[src/hdl/lcdt_pkg.sv]
// Shared types, constants and helper functions for the LCD mode timing controller.
// No dependencies; used by lcdt_advance and lcd_mode_timing_controller_core.
package lcdt_pkg;

  localparam int unsigned VISIBLE_LINES_DEF = 144;
  localparam int unsigned MAX_SPRITES_DEF   = 10;

  localparam int unsigned LenW = 17;

  // Phase lengths in clocks
  localparam logic [LenW-1:0] LEN_OAM       = 17'd80;
  localparam logic [LenW-1:0] LEN_XFER      = 17'd172;
  localparam logic [LenW-1:0] LEN_HBL       = 17'd200;
  localparam logic [LenW-1:0] LEN_INC       = 17'd4;
  localparam logic [LenW-1:0] LEN_VBL_LINE  = 17'd452;
  localparam logic [LenW-1:0] LEN_OFF_FRAME = 17'd70224;

  localparam logic [7:0] LAST_LINE = 8'd153;

  // LCDC / STAT bit positions
  localparam int unsigned LCDC_ON     = 7;
  localparam int unsigned STAT_LYC_EN = 6;
  localparam int unsigned STAT_OAM_EN = 5;
  localparam int unsigned STAT_VBL_EN = 4;
  localparam int unsigned STAT_HBL_EN = 3;
  localparam int unsigned STAT_COIN   = 2;

  localparam logic [7:0] STAT_WR_MASK   = 8'h78;
  localparam logic [7:0] STAT_KEEP_MASK = 8'h07;

  // STAT mode codes
  localparam logic [1:0] MODE_HBL  = 2'd0;
  localparam logic [1:0] MODE_VBL  = 2'd1;
  localparam logic [1:0] MODE_OAM  = 2'd2;
  localparam logic [1:0] MODE_XFER = 2'd3;

  typedef enum logic [1:0] {
    FN_TICK = 2'd0,
    FN_LCDC = 2'd1,
    FN_STAT = 2'd2,
    FN_LYC  = 2'd3
  } lcdt_func_e;

  typedef enum logic [2:0] {
    PH_OAM     = 3'd0,
    PH_XFER    = 3'd1,
    PH_HBL     = 3'd2,
    PH_HBL_INC = 3'd3,
    PH_VBL     = 3'd4,
    PH_VBL_INC = 3'd5,
    PH_L153    = 3'd6,
    PH_END     = 3'd7
  } lcdt_phase_e;

  // Architectural state of the sequencer, less the clock accumulator
  typedef struct packed {
    logic [7:0]      lcdc;
    logic [7:0]      stat;
    logic [7:0]      lyc;
    logic [7:0]      ly;
    lcdt_phase_e     phase;
    logic [LenW-1:0] plen;
    logic [3:0]      slatch;
    logic            taken;
  } lcdt_regs_t;

  // Interrupt and frame events raised by one phase step
  typedef struct packed {
    logic lcdc_irq;
    logic vbl_irq;
    logic frame;
  } lcdt_evt_t;

  // Transfer-phase extension per sprite count; counts above ten saturate
  function automatic logic [6:0] penalty(input logic [3:0] n);
    logic [6:0] p;
    case (n)
      4'd0:    p = 7'd0;
      4'd1:    p = 7'd8;
      4'd2:    p = 7'd20;
      4'd3:    p = 7'd32;
      4'd4:    p = 7'd44;
      4'd5:    p = 7'd52;
      4'd6:    p = 7'd64;
      4'd7:    p = 7'd76;
      4'd8:    p = 7'd88;
      4'd9:    p = 7'd96;
      default: p = 7'd108;
    endcase
    return p;
  endfunction

  // LY == LYC check; hit reports a one-shot LCDC request
  function automatic lcdt_regs_t coincide(input lcdt_regs_t r, output logic hit);
    lcdt_regs_t o;
    o   = r;
    hit = 1'b0;
    if (o.lyc == o.ly) begin
      o.stat[STAT_COIN] = 1'b1;
      if (o.stat[STAT_LYC_EN] && !o.taken) begin
        hit     = 1'b1;
        o.taken = 1'b1;
      end
    end else begin
      o.stat[STAT_COIN] = 1'b0;
    end
    return o;
  endfunction

endpackage

[src/hdl/lcd_mode_timing_controller_core.sv]
// Top level of the LCD line/mode timing controller: handshake, sequencer, output stage.
// Depends on lcdt_pkg and lcdt_advance.

// Each input beat is a tick of clock_delta clocks or a write to LCDC, STAT or
// LYC, and each produces exactly one result beat with STAT, LY, the interrupt
// and frame pulses raised during that beat, and the VRAM/OAM access gates.
// A register write passes from IDLE to DONE and is loaded into the result
// register there once the output stage is free. A tick adds clock_delta to
// the clock accumulator on acceptance, then the shared 17-bit
// compare/subtract unit retires one phase boundary per cycle until the
// accumulator falls below the current phase length. A tick crosses 0 to 4
// phase boundaries with the display on (when a full-penalty transfer, a short
// hblank, the line increment and OAM scan all end inside one tick of the largest clock_delta)
// and at most 1 with it off; its result is loaded from DONE like a write's.
// in_stall_o is high while a beat is being worked on; a finished result sits
// in the output register and does not hold off the next input beat, though
// the next result waits until that one is taken. The sprite count rides
// with every tick and is latched when the transfer phase starts; counts
// above MAX_SPRITES saturate. After reset the display is off and the first
// tick completes a frame at once.
module lcd_mode_timing_controller_core #(
  parameter int unsigned VISIBLE_LINES = lcdt_pkg::VISIBLE_LINES_DEF,
  parameter int unsigned MAX_SPRITES   = lcdt_pkg::MAX_SPRITES_DEF
) (
  input  logic       clk_i,
  input  logic       rst_ni,

  input  logic       in_valid_i,
  output logic       in_stall_o,
  input  logic [1:0] func_i,
  input  logic [7:0] clock_delta_i,
  input  logic [3:0] sprite_count_i,
  input  logic [7:0] write_data_i,

  output logic       out_valid_o,
  input  logic       out_stall_i,
  output logic [7:0] stat_value_o,
  output logic [7:0] line_number_o,
  output logic       lcdc_irq_o,
  output logic       vblank_irq_o,
  output logic       frame_ready_o,
  output logic       vram_open_o,
  output logic       oam_open_o
);

  localparam logic [3:0] SprMax = 4'(MAX_SPRITES);

  typedef enum logic [1:0] {
    ST_IDLE,
    ST_LOOP,
    ST_DONE
  } state_e;

  state_e                      state_q, state_d;
  lcdt_pkg::lcdt_regs_t        regs_q, regs_d;
  logic [lcdt_pkg::LenW-1:0]   accum_q, accum_d;
  lcdt_pkg::lcdt_evt_t         evt_q, evt_d;
  logic [3:0]                  spr_q, spr_d;

  logic                        out_valid_q, out_valid_d;
  logic [7:0]                  stat_q, stat_d;
  logic [7:0]                  ly_q, ly_d;
  lcdt_pkg::lcdt_evt_t         oevt_q, oevt_d;
  logic                        vram_q, vram_d;
  logic                        oam_q, oam_d;

  lcdt_pkg::lcdt_regs_t        adv_regs;
  lcdt_pkg::lcdt_evt_t         adv_evt;

  logic [lcdt_pkg::LenW:0]     diff;
  logic [3:0]                  spr_sat;
  logic                        out_free;

  lcdt_advance #(
    .VISIBLE_LINES(VISIBLE_LINES)
  ) u_advance (
    .cur_i    (regs_q),
    .sprites_i(spr_q),
    .nxt_o    (adv_regs),
    .evt_o    (adv_evt)
  );

  // shared compare/subtract: borrow out means accumulator < phase length
  assign diff     = {1'b0, accum_q} - {1'b0, regs_q.plen};
  assign spr_sat  = (sprite_count_i > SprMax) ? SprMax : sprite_count_i;
  assign out_free = !out_valid_q || !out_stall_i;

  always_comb begin
    lcdt_pkg::lcdt_regs_t w;
    logic                 hit;
    w           = regs_q;
    hit         = 1'b0;
    state_d     = state_q;
    regs_d      = regs_q;
    accum_d     = accum_q;
    evt_d       = evt_q;
    spr_d       = spr_q;
    out_valid_d = out_valid_q && out_stall_i;
    stat_d      = stat_q;
    ly_d        = ly_q;
    oevt_d      = oevt_q;
    vram_d      = vram_q;
    oam_d       = oam_q;

    unique case (state_q)
      ST_IDLE: begin
        if (in_valid_i) begin
          evt_d   = '0;
          spr_d   = spr_sat;
          state_d = ST_DONE;
          unique case (lcdt_pkg::lcdt_func_e'(func_i))
            lcdt_pkg::FN_TICK: begin
              accum_d = accum_q + 17'(clock_delta_i);
              state_d = ST_LOOP;
            end
            lcdt_pkg::FN_LCDC: begin
              if (!write_data_i[lcdt_pkg::LCDC_ON]) begin
                w.stat[1:0] = lcdt_pkg::MODE_HBL;
                w.ly        = '0;
              end else if (!regs_q.lcdc[lcdt_pkg::LCDC_ON]) begin
                // switch-on: restart at the transfer phase boundary
                w.slatch = '0;
                accum_d  = '0;
                w.taken  = 1'b0;
                w.ly     = '0;
                w = lcdt_pkg::coincide(w, hit);
                w.stat[1:0] = lcdt_pkg::MODE_HBL;
                w.phase     = lcdt_pkg::PH_XFER;
                w.plen      = lcdt_pkg::LEN_OAM;
              end
              w.lcdc = write_data_i;
            end
            lcdt_pkg::FN_STAT: begin
              w.stat = (regs_q.stat & lcdt_pkg::STAT_KEEP_MASK) |
                       (write_data_i & lcdt_pkg::STAT_WR_MASK);
              // STAT-write quirk: spurious request in hblank or vblank
              hit = regs_q.lcdc[lcdt_pkg::LCDC_ON] &&
                    (regs_q.stat[1:0] == lcdt_pkg::MODE_HBL ||
                     regs_q.stat[1:0] == lcdt_pkg::MODE_VBL);
            end
            lcdt_pkg::FN_LYC: begin
              if (regs_q.lyc != write_data_i) begin
                w.lyc = write_data_i;
                if (regs_q.phase != lcdt_pkg::PH_HBL_INC &&
                    regs_q.phase != lcdt_pkg::PH_VBL_INC) begin
                  w = lcdt_pkg::coincide(w, hit);
                end
              end
            end
            default: ;
          endcase
          regs_d         = w;
          evt_d.lcdc_irq = hit;
        end
      end
      ST_LOOP: begin
        if (!diff[lcdt_pkg::LenW]) begin
          accum_d = diff[lcdt_pkg::LenW-1:0];
          regs_d  = adv_regs;
          evt_d   = evt_q | adv_evt;
        end else begin
          state_d = ST_DONE;
        end
      end
      ST_DONE: begin
        if (out_free) begin
          out_valid_d = 1'b1;
          stat_d      = regs_q.stat;
          ly_d        = regs_q.ly;
          oevt_d      = evt_q;
          vram_d      = (regs_q.stat[1:0] != lcdt_pkg::MODE_XFER) ||
                        !regs_q.lcdc[lcdt_pkg::LCDC_ON];
          oam_d       = (regs_q.stat[1:0] == lcdt_pkg::MODE_HBL) ||
                        (regs_q.stat[1:0] == lcdt_pkg::MODE_VBL) ||
                        !regs_q.lcdc[lcdt_pkg::LCDC_ON];
          state_d     = ST_IDLE;
        end
      end
      default: state_d = ST_IDLE;
    endcase
  end

  always_ff @(posedge clk_i or negedge rst_ni) begin
    if (!rst_ni) begin
      state_q     <= ST_IDLE;
      regs_q      <= '{phase: lcdt_pkg::PH_OAM, default: '0};
      accum_q     <= '0;
      evt_q       <= '0;
      spr_q       <= '0;
      out_valid_q <= 1'b0;
    end else begin
      state_q     <= state_d;
      regs_q      <= regs_d;
      accum_q     <= accum_d;
      evt_q       <= evt_d;
      spr_q       <= spr_d;
      out_valid_q <= out_valid_d;
    end
  end

  // result payload, no reset needed
  always_ff @(posedge clk_i) begin
    stat_q <= stat_d;
    ly_q   <= ly_d;
    oevt_q <= oevt_d;
    vram_q <= vram_d;
    oam_q  <= oam_d;
  end

  assign in_stall_o    = (state_q != ST_IDLE);
  assign out_valid_o   = out_valid_q;
  assign stat_value_o  = stat_q;
  assign line_number_o = ly_q;
  assign lcdc_irq_o    = oevt_q.lcdc_irq;
  assign vblank_irq_o  = oevt_q.vbl_irq;
  assign frame_ready_o = oevt_q.frame;
  assign vram_open_o   = vram_q;
  assign oam_open_o    = oam_q;

  // between beats the accumulator never reaches a nonzero phase length
  a_accum_below_len: assert property (@(posedge clk_i) disable iff (!rst_ni)
    (state_q == ST_IDLE && regs_q.plen != '0) |-> (accum_q < regs_q.plen))
    else $error("clock accumulator not below phase length while idle");

  // STAT bit 7 is never writable
  a_stat_msb_zero: assert property (@(posedge clk_i) disable iff (!rst_ni)
    !regs_q.stat[7])
    else $error("STAT bit 7 set");

  // a result is only loaded when the output stage is free
  a_no_overwrite: assert property (@(posedge clk_i) disable iff (!rst_ni)
    (state_q == ST_DONE && out_valid_q && out_stall_i) |=> (state_q == ST_DONE))
    else $error("result left DONE while output stage was held");

  // an accepted beat always takes the sequencer out of idle
  a_accept_busy: assert property (@(posedge clk_i) disable iff (!rst_ni)
    (in_valid_i && !in_stall_o) |=> (state_q != ST_IDLE))
    else $error("sequencer idle right after accepting a beat");

endmodule

[src/hdl/lcdt_advance.sv]
// One phase step of the LCD line/mode sequencer (combinational).
// Depends on lcdt_pkg.
module lcdt_advance #(
  parameter int unsigned VISIBLE_LINES = lcdt_pkg::VISIBLE_LINES_DEF
) (
  input  lcdt_pkg::lcdt_regs_t cur_i,
  input  logic [3:0]           sprites_i,
  output lcdt_pkg::lcdt_regs_t nxt_o,
  output lcdt_pkg::lcdt_evt_t  evt_o
);

  localparam logic [7:0] VisLine = 8'(VISIBLE_LINES);

  lcdt_pkg::lcdt_regs_t r;
  lcdt_pkg::lcdt_evt_t  e;
  logic [6:0]           pen;
  logic                 hit;

  always_comb begin
    r   = cur_i;
    e   = '0;
    pen = '0;
    hit = 1'b0;
    if (!r.lcdc[lcdt_pkg::LCDC_ON]) begin
      // display off: free-running frame timer
      r.ly    = '0;
      r.plen  = lcdt_pkg::LEN_OFF_FRAME;
      e.frame = 1'b1;
    end else begin
      if (r.phase == lcdt_pkg::PH_XFER) r.slatch = sprites_i;
      pen = lcdt_pkg::penalty(r.slatch);
      unique case (r.phase)
        lcdt_pkg::PH_OAM: begin
          r.stat[1:0] = lcdt_pkg::MODE_OAM;
          if (r.stat[lcdt_pkg::STAT_OAM_EN] && !r.taken) begin
            e.lcdc_irq = 1'b1;
            r.taken    = 1'b1;
          end
          r = lcdt_pkg::coincide(r, hit);
          e.lcdc_irq = e.lcdc_irq | hit;
          r.phase = lcdt_pkg::PH_XFER;
          r.plen  = lcdt_pkg::LEN_OAM;
        end
        lcdt_pkg::PH_XFER: begin
          r.stat[1:0] = lcdt_pkg::MODE_XFER;
          r.phase     = lcdt_pkg::PH_HBL;
          r.plen      = lcdt_pkg::LEN_XFER + 17'(pen);
        end
        lcdt_pkg::PH_HBL: begin
          r.stat[1:0] = lcdt_pkg::MODE_HBL;
          if (r.stat[lcdt_pkg::STAT_HBL_EN] && !r.taken) begin
            e.lcdc_irq = 1'b1;
            r.taken    = 1'b1;
          end
          r.phase = lcdt_pkg::PH_HBL_INC;
          r.plen  = lcdt_pkg::LEN_HBL - 17'(pen);
        end
        lcdt_pkg::PH_HBL_INC: begin
          r.ly = r.ly + 8'd1;
          r.stat[lcdt_pkg::STAT_COIN] = 1'b0;
          r.taken = 1'b0;
          r.phase = (r.ly == VisLine) ? lcdt_pkg::PH_VBL : lcdt_pkg::PH_OAM;
          r.plen  = lcdt_pkg::LEN_INC;
        end
        lcdt_pkg::PH_VBL: begin
          if (r.ly == VisLine) begin
            r.stat[1:0] = lcdt_pkg::MODE_VBL;
            e.vbl_irq   = 1'b1;
            // mode-1 request bypasses the one-shot latch
            if (r.stat[lcdt_pkg::STAT_VBL_EN]) e.lcdc_irq = 1'b1;
          end
          r = lcdt_pkg::coincide(r, hit);
          e.lcdc_irq = e.lcdc_irq | hit;
          r.phase = lcdt_pkg::PH_VBL_INC;
          r.plen  = lcdt_pkg::LEN_VBL_LINE;
        end
        lcdt_pkg::PH_VBL_INC: begin
          r.ly = r.ly + 8'd1;
          r.stat[lcdt_pkg::STAT_COIN] = 1'b0;
          r.phase = (r.ly == lcdt_pkg::LAST_LINE) ? lcdt_pkg::PH_L153 : lcdt_pkg::PH_VBL;
          r.taken = 1'b0;
          r.plen  = lcdt_pkg::LEN_INC;
        end
        lcdt_pkg::PH_L153: begin
          r = lcdt_pkg::coincide(r, hit);
          e.lcdc_irq = e.lcdc_irq | hit;
          r.ly    = '0;
          r.phase = lcdt_pkg::PH_END;
          r.plen  = lcdt_pkg::LEN_VBL_LINE;
        end
        lcdt_pkg::PH_END: begin
          r.stat[1:0] = lcdt_pkg::MODE_HBL;
          r.taken = 1'b0;
          e.frame = 1'b1;
          r.phase = lcdt_pkg::PH_OAM;
          r.plen  = lcdt_pkg::LEN_INC;
        end
        default: ;
      endcase
    end
  end

  assign nxt_o = r;
  assign evt_o = e;

endmodule

[config.mk]
export PLATFORM = sky130hd
export DESIGN_NAME = lcd_mode_timing_controller_core
export DESIGN_NICKNAME = d
export VERILOG_FILES = /design/src/hdl/lcdt_pkg.sv /design/src/hdl/lcd_mode_timing_controller_core.sv /design/src/hdl/lcdt_advance.sv
export SDC_FILE = /design/constraint.sdc
export NUM_CORES = 1
export LEC_CHECK = 0
export ABC_AREA = 1
export BUFFER_PORTS_ARGS = -buffer_cell sky130_fd_sc_hd__buf_2
export CAP_MARGIN = 20
export CORE_MARGIN = 5
export CORE_UTILIZATION = 45
export CTS_CLUSTER_SIZE = 30
export DETAILED_ROUTE_END_ITERATION = 12
export HOLD_SLACK_MARGIN = 0.03
export PLACE_DENSITY = 0.67
export SLEW_MARGIN = 20
export SYNTH_ARGS = -nofsm -noshare
export SYNTH_HDL_FRONTEND = slang
export SYNTH_SLANG_ARGS = --single-unit
[constraint.sdc]
create_clock -name clk_i -period 2.5 [get_ports clk_i]
set_input_delay 0.125 -clock clk_i [delete_from_list [all_inputs] [get_ports clk_i]]
set_output_delay 0.125 -clock clk_i [all_outputs]
set_load 0.01 [all_outputs]
* Yosys cells after proc, flatten, opt, wreduce, memory -nomap -nowiden
Memory sizes are Yosys's and may differ from the RTL's.
Index checks and enable logic that the tools add are counted.
** Word-level totals
- Flip-flop bits (word level) :: 98
- Bits in read-only memories :: 80
- Output and inout bits :: 23
- Memories kept :: 1
** Cells by class
- Add/sub/neg operators :: 5
- Order comparisons :: 1
- Eq/ne operators :: 49
- Multiplexer cells :: 88
- Bitwise logic cells :: 7
- Reductions and logical operators :: 42
** Memories
- (name not given) :: depth 16, width 5, read ports 1, clocked after memory_dff 0, write ports 0, RTL line lcdt_pkg.sv:77 : case (n)
** Operator list (count)
- 20-bit one-hot mux with 8 select lines :: 1
- 44-bit 2-to-1 mux :: 3
- 57-bit 2-to-1 mux :: 2
- 57-bit one-hot mux with 2 select lines :: 1
- 17-bit 2-to-1 mux :: 5
- 41-bit one-hot mux with 2 select lines :: 1
- 17-bit one-hot mux with 2 select lines :: 2
- 1-bit 2-to-1 mux :: 37
- 8-bit one-hot mux with 2 select lines :: 2
- 25-bit 2-to-1 mux :: 1
- 8-bit == test (second input constant) :: 3
- 24-bit 2-to-1 mux :: 1
- 8-bit 2-to-1 mux :: 3
- 3-bit != test (second input constant) :: 8
- 8-bit one-hot mux with 3 select lines :: 1
- 2-bit 2-to-1 mux :: 11
- 2-bit != test (second input constant) :: 9
- 6-bit AND reduction :: 3
- 17-bit by 17-bit subtractor with 18-bit output :: 1
- 17-bit by 8-bit adder with 17-bit output :: 1
- 8-bit == test :: 2
- 7-bit AND reduction :: 2
- 13-bit AND reduction :: 1
- 3-bit == test (second input constant) :: 4
- other kinds (47) :: 87

* Logic depth before layout (Yosys ltp)
- Word-level depth :: 17
- Mapped depth :: 20
- Gate-level depth less buffers :: 19

* Hierarchy
Synthesis repeated with hierarchy kept, for this count alone.
** Unflattened totals
- Cells, all modules :: 1242
- Area total of the unflattened synthesis :: 8687.1 sq um
** By module, submodules not included
- lcd_mode_timing_controller_core :: instances 1, cells an instance 937, area an instance 6957.9 sq um
- lcdt_advance :: instances 1, cells an instance 305, area an instance 1729.2 sq um

* Worst setup path after synthesis
No wires, ideal clock.
- Kind :: register -> register
- Start :: register regs_q[24] (netlist name)
- End :: register regs_q[10] (netlist name)
- Setup time :: 0.116 ns
- Arrival :: 2.184 ns
- Data required time :: 2.384 ns
- Setup slack :: 0.200 ns
- Stages on the path, launching flop included :: 19
- Buffers on the path :: 1
- Period minus slack after synthesis :: 2.300 ns
- Cell sequence :: dfrtp_1 > buf_6 > nor2_4 > nand2_4 > o21ai_0 > inv_1 > ha_1 > inv_1 > nand3_1 > nand3_1 > nand2_4 > inv_4 > nand2b_1 > nand2_1 > nand3_1 > nand3_1 > nand2_1 > nand2_1 > nand2_1
** Between the ends
- Longest elaborated chain between the ends :: 10
** RTL lines
- start: declaration :: RTL line lcd_mode_timing_controller_core.sv:55 : lcdt_pkg::lcdt_regs_t regs_q, regs_d;
- start signal: assignment :: RTL line lcd_mode_timing_controller_core.sv:193 : regs_q <= regs_d;
- 3-bit by 1-bit == test with 1-bit output :: RTL line lcdt_advance.sv:30, lcdt_advance.sv:32
- 4-bit 2-to-1 mux :: RTL line lcdt_advance.sv:30 : if (r.phase == lcdt_pkg::PH_XFER) r.slatch = sprites_i;
- 4-bit 2-to-1 mux :: RTL line lcdt_advance.sv:24 : if (!r.lcdc[lcdt_pkg::LCDC_ON]) begin
- memory read 16 x 5 bit
- 7-bit 2-to-1 mux :: RTL line lcdt_advance.sv:24
- 8-bit by 7-bit subtractor with 9-bit output or 8-bit by 7-bit adder with 9-bit output (tied branches) :: RTL line lcdt_advance.sv:56, lcdt_advance.sv:47
- 20-bit one-hot mux with 8 select lines (*) :: RTL line lcdt_advance.sv:32 : unique case (r.phase)
- 17-bit 2-to-1 mux (*) :: RTL line lcdt_advance.sv:24
- 57-bit 2-to-1 mux (*) :: RTL line lcd_mode_timing_controller_core.sv:157 : if (!diff[lcdt_pkg::LenW]) begin
- 57-bit one-hot mux with 2 select lines (*) :: RTL line lcd_mode_timing_controller_core.sv:105 : unique case (state_q)
Every way passes the cells marked *; elsewhere a longest branch is shown, timed or not. The select of a mux whose other input is x is not followed.
A chain may end at the register's enable or synchronous reset.

* Final worst setup path
- Start :: register accum_q[4] (netlist name)
- End :: register regs_q[1] (netlist name)
** Between the ends
- Longest elaborated chain between the ends :: 3
** RTL lines
- start: declaration :: RTL line lcd_mode_timing_controller_core.sv:56 : logic [lcdt_pkg::LenW-1:0] accum_q, accum_d;
- start signal: assignment :: RTL line lcd_mode_timing_controller_core.sv:194 : accum_q <= accum_d;
- 17-bit by 17-bit subtractor with 18-bit output :: RTL line lcd_mode_timing_controller_core.sv:84 : assign diff = {1'b0, accum_q} - {1'b0, regs_q.plen};
- 2-bit != test (no line)
- 8-bit AND reduction (no line)
No other way between the ends.

==> flow_metrics.py <==
metrics = {
    "outcome": {
        "status": "finished, final reports clean",
    },
    "yosys": {
        "syn_area_um2": 6390,
        "synth_edf_count": 20,
        "seq_area_frac_synth": 0.356,
        "synth_ff_type": "dfrtp_1",
        "netlist.area_leader.share": 0.262,
        "yosysWarnings": 0,
        "ys_types": 50,
        "ys_async_sr_fraction": 0.770,
        "synth_area_leaders": "dfrtp_1 (26%), nand2_1 (13%), edfxtp_1 (9.4%), ha_1 (6.5%), inv_1 (6.2%)",
        "ys_seq_elements": 87,
        "syn_area_per_cell_um2": 7.28,
        "syn_inst": 877,
        "yosysTopAreaCell": "dfrtp_1",
    },
    "route": {
        "drtAntennaViolNets": 0,
        "viasPerCell": 5.29,
        "first_iter_violations": 371,
        "drt-total-wl_mm": 17.2,
        "wl_per_cell_um": 15.0,
        "dr.pass1.iters": 6,
        "dr_total_vias": 6057,
        "drc": 0,
    },
    "global_routing": {
        "antenna_found_initial": 0,
        "grtUsageTotal": 0.212,
        "overflow": 0,
        "grt_pass1_vias": 5713,
        "grt_max_degree": 27,
        "grt_pass1_wl_mm": 28.2,
    },
    "power_and_ir_drop": {
        "power_mw": 10.4,
        "max-vdd-ir-drop_mv": 0.571,
        "leakage_nw": 3.63,
        "power_density_nw_per_um2": 1390,
    },
    "sta": {
        "skew_ns": 0.00694,
        "timing.fmax_mhz": 424,
        "min_period_ns": 2.36,
        "setup_violations": 0,
        "worst_hold_slack_ns": 0.0354,
        "slew_headroom": 0.604,
        "finalMaxSlewViolations": 0,
        "fin_crit_sh": 0.943,
        "hold_violations": 0,
        "tightest_slew_ns": 0.579,
        "fin_ws_ns": 0.143,
    },
    "floorplan": {
        "core_um2": 13900,
        "top_level_ports": 49,
        "placementRows": 43,
        "start_util": 0.460,
        "dieArea_um2": 16700,
        "die_w_um": 129,
        "die_h_um": 129,
    },
    "placement": {
        "dpl.hpwl_mm": 13.1,
        "io_buffers": 47,
        "dp_slack_ns": 0.00494,
        "routabilityCongestion": 0.912,
    },
    "clocking": {
        "cts_root_buffer": "clkbuf_16",
        "clk_latency_ns": 0.35,
        "cts_tree": "done",
        "cts.clk_slew.worst_paths_ns": 0.07,
        "cts_buffers": 9,
        "cts-htree-levels": 3,
        "cts_sinks": 87,
        "clockBufferDepth": 2,
    },
    "worst_setup_path": {
        "max_stage_delay_ns": 0.44,
        "cp_data_required_time_ns": 2.74,
        "cp.arrival_ns": 2.59,
        "critical_path_class": "register to register",
        "crit_top_cell": "nand2_1",
        "r2r_cells": 15,
        "cp-end-kind": "register",
        "critPathLaunchType": "register",
        "path_cells": "ha_4 -> nand2_1 -> o21ai_1 -> nand2_1 -> nand2_1 -> nand2_1 -> nand3_2 -> nand2_2 -> nand2_4 -> nand2_4 -> nor2_4 -> buf_4 -> inv_2 -> nand2_1 -> o21ai_1",
        "crit_fanout": 7,
        "slowest_stage": "dfrtp_1",
    },
    "cells_and_area": {
        "areaGrowthSynthToFinish_pct": 17.0,
        "final_nets": 1021,
        "nFillCells": 1360,
        "layout-drive-gt1-share": 0.168,
        "antenna_cells": 0,
    },
    "worst_hold_path": {
        "hold_class": "primary input to register",
        "hold_path_depth": 3,
    },
    "job": {
        "max_cap_violations": 0,
    },
}
## synthesized netlist by cell type (2+ instances only)
library cell  count
a21o_1            5
a21oi_1          37
a22oi_1           2
a31oi_1           3
buf_2             4
buf_4             2
buf_6             5
clkbuf_1          6
conb_1            2
dfrtp_1          67
edfxtp_1         20
ha_1             33
inv_1           106
inv_2             6
nand2_1         224
nand2_2           8
nand2_4           7
nand3_1          70
nand3b_1          3
nand4_1          15
nor2_1           74
nor2_4            6
nor3_1           16
nor3_2            2
nor4_1            5
o211ai_1          4
o21ai_0          66
o21ai_1          14
o21ai_2           3
o22ai_1           8
o31ai_1           4
or2_2             3
xnor2_1          14
xor2_1           17
## through the flow
| stage | cell area (um2) | utilization | TNS, ns | std cells |
|---|---|---|---|---|
| CTS | 7260 | 0.523 | 0 | 1131 |
| finish | 7480 | 0.539 | 0 | 1146 |
| detailed placement | 6940 | 0.500 | 0 | 1112 |
| global route | 7480 | 0.539 | -0.0112 | 1146 |
| floorplan | 6390 | - | 0 | 878 |
| global placement | 6940 | 0.500 | 0 | 1112 |
## cell usage in the layout (no fill, tap or decap), types with 4 or more instances in the layout
cell,Yosys,layout
xnor2_1,14,14
nand4_1,15,15
nor2_1,74,73
ha_1,33,26
nand2_4,7,7
nand2_1,224,221
ha_4,0,6
a21oi_1,37,35
dfrtp_1,67,66
buf_2,4,47
inv_1,106,104
nand2_2,8,11
nor2_4,6,6
nor3_1,16,15
edfxtp_1,20,20
nand3_1,70,69
a21o_1,5,5
o31ai_1,4,4
o21ai_1,14,17
buf_4,2,37
inv_2,6,7
o22ai_1,8,8
nor4_1,5,5
o211ai_1,4,4
xor2_1,17,17
clkbuf_16,0,9
o21ai_0,66,63
## cell families after synthesis
logic type | count (synthesis) | synth area share
and+or+nand+nor | 439 | 0.313
AOI/OAI and AO/OA | 153 | 0.134
buffers and inverters | 131 | 0.0852
DFF | 87 | 0.356
adders and majority gates | 34 | 0.0678
xor gates and xnor gates | 31 | 0.0425
other | 2 | 0.00118
## final timing paths
path / startpoint / to / slack [ns]
setup / recovery: accum_q[4] / regs_q[1] / 0.14
hold reg to reg: regs_q[46] / stat_value_o[5] / 0.45
hold / removal: sprite_count_i[0] / spr_q[0] / 0.04
setup reg to reg: accum_q[4] / regs_q[1] / 0.14
min in group asynchronous: rst_ni / spr_q[0] / 0.27
max in group asynchronous: rst_ni / accum_q[9] / 1.59
## state kept, by name (all words and copies together), names as in the netlist
name	flops
accum_q	17
evt_q	3
frame_ready_o	1
lcdc_irq_o	1
line_number_o	8
oam_open_o	1
out_valid_o	1
regs_q	40
spr_q	4
stat_value_o	7
state_q	2
vblank_irq_o	1
vram_open_o	1
## cell type report
class,count,area (um2),area share
multi-input cells,660,3680,0.492
flip-flops and latches,87,2280,0.305
repair buffers,88,563,0.0753
inverters,113,430,0.0576
clock buffers,10,239,0.0320
well taps,180,225,0.0301
clock inverters,6,48.8,0.00653
repair inverters,2,15.0,0.00201
## worst max-delay path: cells and delay by family, from the launching register on
family                   cells  cell delay (ns)
AO/OA/AOI/OAI                2             0.28
adder cells (fa/ha/maj)      1             0.31
buffers and inverters        2             0.18
flip-flops                   1             0.44
AND/OR/NAND/NOR             10             1.03
## per-layer routing
| layer | wire length, um | track usage | up-vias |
|---|---|---|---|
| met5 | 0 | 0 | - |
| li1 | - | - | 3070 |
| met1 | 8300 | 0.307 | 2797 |
| met3 | 992 | 0.0338 | 19 |
| met2 | 7640 | 0.330 | 171 |
| met4 | 271 | 0.0581 | 0 |
## where the power goes
part	switching (mW)	internal [mW]
logic	4.24	2.38
registers	0.409	2.03
clock network	0.623	0.714
## what timing repair did
item	4_1_cts	5_1_grt
setup buffers	0	13
pin swaps	0	8
cloned	0	2
endpoints found under the hold margin	18	0
hold buffers	3	0
setup endpoints to repair	2	38
gates resized for setup	1	21
Power figures use the tool's default switching activity.
